===== src/hw/rtl/bertlv_pkg.sv =====
// shared types and constants for the tlv tag search block
// no dependencies

package bertlv_pkg;

  localparam int unsigned DefMaxValueLen = 50;
  localparam int unsigned DefMaxEntries  = 100;

  localparam logic [4:0] TagLongForm = 5'h1f;

  // parser phase codes
  localparam logic [2:0] PhTag1 = 3'd0;
  localparam logic [2:0] PhTag2 = 3'd1;
  localparam logic [2:0] PhLen  = 3'd2;
  localparam logic [2:0] PhSkip = 3'd3;
  localparam logic [2:0] PhCopy = 3'd4;
  localparam logic [2:0] PhDone = 3'd5;

  typedef struct packed {
    logic [7:0] out_byte;
    logic       is_length;
    logic       found;
    logic       last;
  } result_t;

  typedef struct packed {
    logic [7:0] data_byte;
    logic       record_start;
  } item_t;

endpackage


===== src/hw/rtl/ber_tlv_tag_search.sv =====
// tlv tag search top level: input register, parser, result register
// depends on bertlv_pkg, bertlv_in_stage, bertlv_parser, bertlv_out_stage
// a result passes the input register, the combinational parser and the result register before out_valid
// throughput: one byte per cycle while the output is not stalled by out_ready
// reset: synchronous rst clears both stage valid flags, parser state and the target register to 0
// no result is produced for skipped bytes, tag bytes that do not end the record, or bytes after the last result

module ber_tlv_tag_search #(
  parameter int unsigned MAX_VALUE_LEN = bertlv_pkg::DefMaxValueLen,
  parameter int unsigned MAX_ENTRIES   = bertlv_pkg::DefMaxEntries
) (
  input  logic        clk,
  input  logic        rst,
  input  logic        cfg_valid,
  output logic        cfg_ready,
  input  logic [15:0] target_tag,
  input  logic        in_valid,
  output logic        in_ready,
  input  logic [7:0]  data_byte,
  input  logic        record_start,
  output logic        out_valid,
  input  logic        out_ready,
  output logic [7:0]  out_byte,
  output logic        is_length,
  output logic        found,
  output logic        last
);

  logic [15:0]         target;
  logic                advance;
  logic                held_valid;
  bertlv_pkg::item_t   in_item;
  bertlv_pkg::item_t   held_item;
  logic                res_valid;
  bertlv_pkg::result_t res;
  bertlv_pkg::result_t out_res;

  assign cfg_ready = 1'b1;

  always_ff @(posedge clk) begin
    if (rst) begin
      target <= 16'd0;
    end else if (cfg_valid) begin
      target <= target_tag;
    end
  end

  assign advance              = !out_valid || out_ready;
  assign in_item.data_byte    = data_byte;
  assign in_item.record_start = record_start;

  bertlv_in_stage u_in (
    .clk        (clk),
    .rst        (rst),
    .in_valid   (in_valid),
    .in_ready   (in_ready),
    .in_item    (in_item),
    .advance    (advance),
    .held_valid (held_valid),
    .held_item  (held_item)
  );

  bertlv_parser #(
    .MAX_VALUE_LEN (MAX_VALUE_LEN),
    .MAX_ENTRIES   (MAX_ENTRIES)
  ) u_parser (
    .clk        (clk),
    .rst        (rst),
    .step       (held_valid && advance),
    .target_tag (target),
    .item       (held_item),
    .res_valid  (res_valid),
    .res        (res)
  );

  bertlv_out_stage u_out (
    .clk       (clk),
    .rst       (rst),
    .advance   (advance),
    .load      (held_valid && res_valid),
    .res       (res),
    .out_valid (out_valid),
    .out_ready (out_ready),
    .out_res   (out_res)
  );

  assign out_byte  = out_res.out_byte;
  assign is_length = out_res.is_length;
  assign found     = out_res.found;
  assign last      = out_res.last;

endmodule


===== src/hw/rtl/bertlv_in_stage.sv =====
// input register of the tlv tag search block
// depends on bertlv_pkg

module bertlv_in_stage (
  input  logic              clk,
  input  logic              rst,
  input  logic              in_valid,
  output logic              in_ready,
  input  bertlv_pkg::item_t in_item,
  input  logic              advance,
  output logic              held_valid,
  output bertlv_pkg::item_t held_item
);

  assign in_ready = !held_valid || advance;

  always_ff @(posedge clk) begin
    if (rst) begin
      held_valid <= 1'b0;
    end else if (in_ready) begin
      held_valid <= in_valid;
    end
  end

  always_ff @(posedge clk) begin
    if (in_valid && in_ready) begin
      held_item <= in_item;
    end
  end

endmodule


===== src/hw/rtl/bertlv_parser.sv =====
// per-byte tlv parser state and next-state logic
// depends on bertlv_pkg

module bertlv_parser #(
  parameter int unsigned MAX_VALUE_LEN = bertlv_pkg::DefMaxValueLen,
  parameter int unsigned MAX_ENTRIES   = bertlv_pkg::DefMaxEntries
) (
  input  logic                clk,
  input  logic                rst,
  input  logic                step,
  input  logic [15:0]         target_tag,
  input  bertlv_pkg::item_t   item,
  output logic                res_valid,
  output bertlv_pkg::result_t res
);

  localparam logic [7:0] ValueLimit = 8'(MAX_VALUE_LEN);
  localparam logic [6:0] EntryLimit = 7'(MAX_ENTRIES);

  logic [2:0] phase;
  logic [7:0] tag_high;
  logic [7:0] bytes_left;
  logic [6:0] entries_seen;
  logic       is_match;

  logic [2:0] phase_next;
  logic [7:0] tag_high_next;
  logic [7:0] bytes_left_next;
  logic [6:0] entries_seen_next;
  logic       is_match_next;

  logic [2:0] cur_phase;
  logic [7:0] cur_tag_high;
  logic [7:0] cur_bytes_left;
  logic [6:0] cur_entries;
  logic       cur_match;
  logic [7:0] b;
  logic [7:0] dec_left;

  assign b = item.data_byte;

  always_comb begin
    cur_phase      = phase;
    cur_tag_high   = tag_high;
    cur_bytes_left = bytes_left;
    cur_entries    = entries_seen;
    cur_match      = is_match;
    if (item.record_start) begin
      cur_phase      = bertlv_pkg::PhTag1;
      cur_tag_high   = 8'd0;
      cur_bytes_left = 8'd0;
      cur_entries    = 7'd0;
      cur_match      = 1'b0;
    end
    dec_left = cur_bytes_left - 8'd1;

    phase_next        = cur_phase;
    tag_high_next     = cur_tag_high;
    bytes_left_next   = cur_bytes_left;
    entries_seen_next = cur_entries;
    is_match_next     = cur_match;
    res_valid         = 1'b0;
    res               = '0;

    case (cur_phase)
      bertlv_pkg::PhTag1: begin
        if (b == 8'd0 || cur_entries >= EntryLimit) begin
          phase_next = bertlv_pkg::PhDone;
          res_valid  = 1'b1;
          res.last   = 1'b1;
        end else begin
          entries_seen_next = cur_entries + 7'd1;
          if (b[4:0] == bertlv_pkg::TagLongForm) begin
            tag_high_next = b;
            phase_next    = bertlv_pkg::PhTag2;
          end else begin
            is_match_next = (target_tag == {8'd0, b});
            phase_next    = bertlv_pkg::PhLen;
          end
        end
      end
      bertlv_pkg::PhTag2: begin
        is_match_next = (target_tag == {cur_tag_high, b});
        phase_next    = bertlv_pkg::PhLen;
      end
      bertlv_pkg::PhLen: begin
        bytes_left_next = b;
        if (cur_match) begin
          res_valid = 1'b1;
          if (b >= ValueLimit) begin
            phase_next = bertlv_pkg::PhDone;
            res.last   = 1'b1;
          end else begin
            phase_next    = (b == 8'd0) ? bertlv_pkg::PhDone : bertlv_pkg::PhCopy;
            res.out_byte  = b;
            res.is_length = 1'b1;
            res.found     = 1'b1;
            res.last      = (b == 8'd0);
          end
        end else begin
          phase_next = (b == 8'd0) ? bertlv_pkg::PhTag1 : bertlv_pkg::PhSkip;
        end
      end
      bertlv_pkg::PhSkip: begin
        bytes_left_next = dec_left;
        if (dec_left == 8'd0) begin
          phase_next = bertlv_pkg::PhTag1;
        end
      end
      bertlv_pkg::PhCopy: begin
        bytes_left_next = dec_left;
        res_valid       = 1'b1;
        res.out_byte    = b;
        res.found       = 1'b1;
        if (dec_left == 8'd0) begin
          phase_next = bertlv_pkg::PhDone;
          res.last   = 1'b1;
        end
      end
      default: begin
      end
    endcase
  end

  always_ff @(posedge clk) begin
    if (rst) begin
      phase        <= bertlv_pkg::PhTag1;
      tag_high     <= 8'd0;
      bytes_left   <= 8'd0;
      entries_seen <= 7'd0;
      is_match     <= 1'b0;
    end else if (step) begin
      phase        <= phase_next;
      tag_high     <= tag_high_next;
      bytes_left   <= bytes_left_next;
      entries_seen <= entries_seen_next;
      is_match     <= is_match_next;
    end
  end

endmodule


===== src/hw/rtl/bertlv_out_stage.sv =====
// result register of the tlv tag search block
// depends on bertlv_pkg

module bertlv_out_stage (
  input  logic                clk,
  input  logic                rst,
  input  logic                advance,
  input  logic                load,
  input  bertlv_pkg::result_t res,
  output logic                out_valid,
  input  logic                out_ready,
  output bertlv_pkg::result_t out_res
);

  always_ff @(posedge clk) begin
    if (rst) begin
      out_valid <= 1'b0;
    end else if (advance) begin
      out_valid <= load;
    end else if (out_ready) begin
      out_valid <= 1'b0;
    end
  end

  always_ff @(posedge clk) begin
    if (advance && load) begin
      out_res <= res;
    end
  end

endmodule

===== config.mk =====
export PLATFORM = sky130hd
export DESIGN_NAME = ber_tlv_tag_search
export DESIGN_NICKNAME = d
export VERILOG_FILES = /design/src/hw/rtl/bertlv_pkg.sv /design/src/hw/rtl/ber_tlv_tag_search.sv /design/src/hw/rtl/bertlv_in_stage.sv /design/src/hw/rtl/bertlv_parser.sv /design/src/hw/rtl/bertlv_out_stage.sv
export SDC_FILE = /design/constraint.sdc
export NUM_CORES = 1
export LEC_CHECK = 0
export ABC_CLOCK_PERIOD_IN_PS = 4200
export BUFFER_PORTS_ARGS = -buffer_cell sky130_fd_sc_hd__buf_2
export CAP_MARGIN = 20
export CORE_ASPECT_RATIO = 0.75
export CORE_MARGIN = 1.5
export CORE_UTILIZATION = 62
export DETAILED_ROUTE_END_ITERATION = 10
export PLACE_DENSITY = 0.85
export SLEW_MARGIN = 25
export SYNTH_ARGS = -nofsm -noshare
export SYNTH_HDL_FRONTEND = slang
export SYNTH_SLANG_ARGS = --single-unit

===== constraint.sdc =====
create_clock -name clk -period 4.2 [get_ports clk]
set_input_delay 1.05 -clock clk [delete_from_list [all_inputs] [get_ports clk]]
set_output_delay 1.05 -clock clk [all_outputs]
set_load 0.02 [all_outputs]

==> impl_results.md <==
- Post-synth top flop: dfxtp_1
- Syn_area_per_cell: 9.02 sq um
- GP Congestion: 0.920
- Post-detail-place hpwl: between 5000 and 6000 um
- Syn-to-layout area delta: 11.9%
- Largest net degree at the start of global routing: 41
- Element type at the critical path end: output port
- Seq pwr share: 54.6%
- Fin. max-slew vios: 0
- Synth cell types: 59
- TNS Setup: 0 ps
- Share of layout cells above drive strength 1: between 10% and 20%
- Max VDD drop: 0.262 mV
- Cts hold-fix bufs: 0
- # IOs: 44
- Mapped Nets: about 410
- Worst EP required: 3150 ps
- Outcome: complete, no violations
- Crit path arrival time: 1660 ps
- Final setup fails: 0
- IO buf count: between 40 and 50
- Final hold vios: 0
- Post-Synthesis Cells: about 370
- TritonCTS buffer count: 9
- Die extent in x: 88.2 um
- Grt ovf: 0
- Switching pwr: around 0.00035 W
- Internal power: 0.000930 W
- Vias in the first global route: between 2000 and 3000
- Core area: around 5300 sq um
- Crit-path slowest cell: nor2b_1
- Cells along the critical path: buf_2 > nor2b_1 > nand2_1 > buf_2
- Initial antenna violation count: 0
- Sequential cell area: 1500 sq um
- Max_slew headroom: 61.0%
- H-tree depth: 3
- Initial detailed-routing violation count: between 300 and 400
- # nets final: 445
- Crit path time final: 2710 ps
- Worst Clk Skew: 6.94 ps
- First-pass GRT wire length: 13100 um
- CP most frequent cell: buf_2
- Most numerous cell in the Yosys netlist: dfxtp_1
- CP Launch Type: primary input
- DRC violations left: 0
- Seq/Total Area, Yosys: 44.5%
- FILL cells: about 440
- Total power: 0.00128 W
- Type of the tightest min-delay check: reg -> reg
- Root buf cell: clkbuf_8
- Leakage: 1.44 nW
- Post-CTS Setup Inserts: 0
- Via density per instance: 6.13
- Multi-input gate area: 1730 sq um
- Ys Warns: 0
- CTS tree: built
- Period utilisation layout: 64.6%
- Synthesized area: 3370 sq um
- Crit path largest cell delay: between 200 and 250 ps
- Asr flop ratio synth: 0%
- Number of synthesized flops with an enable pin: 20
- Drt wl/cell: 16.3 um
- Critical path class: in -> out
- Sw Share: 27.2%
- GR Util All Layers: 29.6%
- Post_cts resized: 0
- Clock Path Buffers: 2
- Top cell type's share of synthesized area: around a quarter
- Yosys top cell by area: dfxtp_1
- Reg clk slew, reported paths: 70 ps
- Initial Util: 63.7%
- Yosys reg bits: 65
- Critical Path Fanout Max: 3
- Die height: 66.9 um
- Vias: around 3000
- Synth area leaders: dfxtp_1 27%, edfxtp_1 18%, nand2_1 4.8%, nor2_1 4.8%, mux2i_1 4.7%
- Commonest cells in the netlist: 45 x dfxtp_1, 43 x nand2_1, 43 x nor2_1
- Slew @ Worst Pin: slightly below 600 ps
- RSZ-0062 raised after global routing: false
- Die area: about 5900 sq um
- Fmax: 369 MHz
- Clock Latency Late Sink: approximately 350 ps
- Clock network power share: 35.7%
- Drt first pass iters: 6
- Comb power frac: 9.7%
- DRT Wirelength: around 8000 um
- Post-DRT Antenna Nets: 0
- Clock sink total: 65
- Cell area power density: 338 nW/um^2
- N_diodes: 0
- Row count: 23
- Maxcap violations: 0
final timing paths:
kind | from | slack, ps | cells after the start | end
max reg2reg | u_in.held_item[0]$_DFFE_PP_ | 1520 | 9 | u_parser.bytes_left[6]$_SDFFE_PP0P_
min reg2reg | u_parser.tag_high[1]$_SDFFE_PP0P_ | 480 | 2 | u_parser.tag_high[1]$_SDFFE_PP0P_
max | out_ready | 1490 | 4 | in_ready
min | u_parser.tag_high[1]$_SDFFE_PP0P_ | 480 | 2 | u_parser.tag_high[1]$_SDFFE_PP0P_
registers in the layout, indices dropped and copies added (netlist names):
| name | cells |
|---|---|
| target | 16 |
| u_in.held_item | 9 |
| u_in.held_valid | 1 |
| u_out.out_res | 11 |
| u_out.out_valid | 1 |
| u_parser.bytes_left | 8 |
| u_parser.entries_seen | 7 |
| u_parser.is_match | 1 |
| u_parser.phase | 3 |
| u_parser.tag_high | 8 |
cells by family (layout without fill, tap and decap cells):
group           Yosys count  count (layout)  share of synthesized area, %
simple gates            156             156                          24.2
compound gates           88              88                          17.2
flops                    65              65                          44.5
buf+inv                  30              72                          4.15
mux                      16              16                          4.75
xor+xnor                 14              14                          3.63
fa+ha+maj                 4               4                          1.48
other cells               1               1                         0.111
power groups by stage:
| stage | registers, W | clock network, W | logic, W |
|---|---|---|---|
| 6_report | 0.000697 | 0.000456 | 0.000123 |
| 5_1_grt | 0.000700 | 0.000488 | 0.000136 |
| 4_1_cts | 0.000696 | 0.000465 | 0.000122 |
| 3_5_place_dp | 0.000710 | 0 | 0.000122 |
| 3_3_place_gp | 0.000709 | 0 | 0.000118 |
| 2_1_floorplan | 0.000696 | 0 | 0.0000947 |
worst max-delay path: cells and delay by family:
family	cells	cell delay, ps
buffers and inverters	2	290
AND/OR/NAND/NOR	2	320
layout make-up:
| class | instances | share of cell area, % |
|---|---|---|
| Multi-Input combinational cell | 279 | 45.9 |
| Sequential cell | 65 | 39.7 |
| Timing Repair Buffer | 46 | 6.36 |
| Clock buffer | 9 | 3.28 |
| Tap cell | 75 | 2.48 |
| Clock inverter | 7 | 1.26 |
| Inverter | 10 | 0.994 |
layer usage:
metal  routed length (um)  global-route usage [%]
met5                    0                       0
met4                  191                    11.3
met3                  677                    9.79
met2                 3640                    43.9
met1                 3510                    39.9
stage by stage:
stage / setup WS (ps) / hold slack [ps] / instances / utilization (%) / area (sq um)
5_1_grt: 1340 / 507 / 491 / 71.3 / 3780
2_1_floorplan: 1650 / 437 / 374 / - / 3370
4_1_cts: 1500 / 481 / 491 / 71.3 / 3780
3_3_place_gp: 1520 / 450 / 475 / 68.1 / 3610
3_5_place_dp: 1510 / 453 / 475 / 68.1 / 3610
6_report: 1490 / 476 / 491 / 71.3 / 3780
cell usage in the layout (no fill, tap or decap), drive strengths merged, types with 2 or more instances in the layout:
cell type / instances
buf: 46
ha: 4
and2: 5
nor4: 6
nand2: 43
clkinvlp: 3
and3: 3
a21oi: 28
mux2i: 16
clkbuf: 9
a211o: 2
o311ai: 2
edfxtp: 20
nand3b: 2
o21a: 2
nand4: 14
xnor2: 14
nor4bb: 3
dfxtp: 45
nor3: 8
a21o: 4
a311oi: 2
o311a: 2
o31a: 2
or3b: 2
inv: 8
clkinv: 6
or2: 2
o21ai: 23
nor2: 43
nor2b: 9
o211ai: 2
nand2b: 2
a31oi: 6
nand3: 11
a22oi: 4
(Power assumes the default switching activity.)
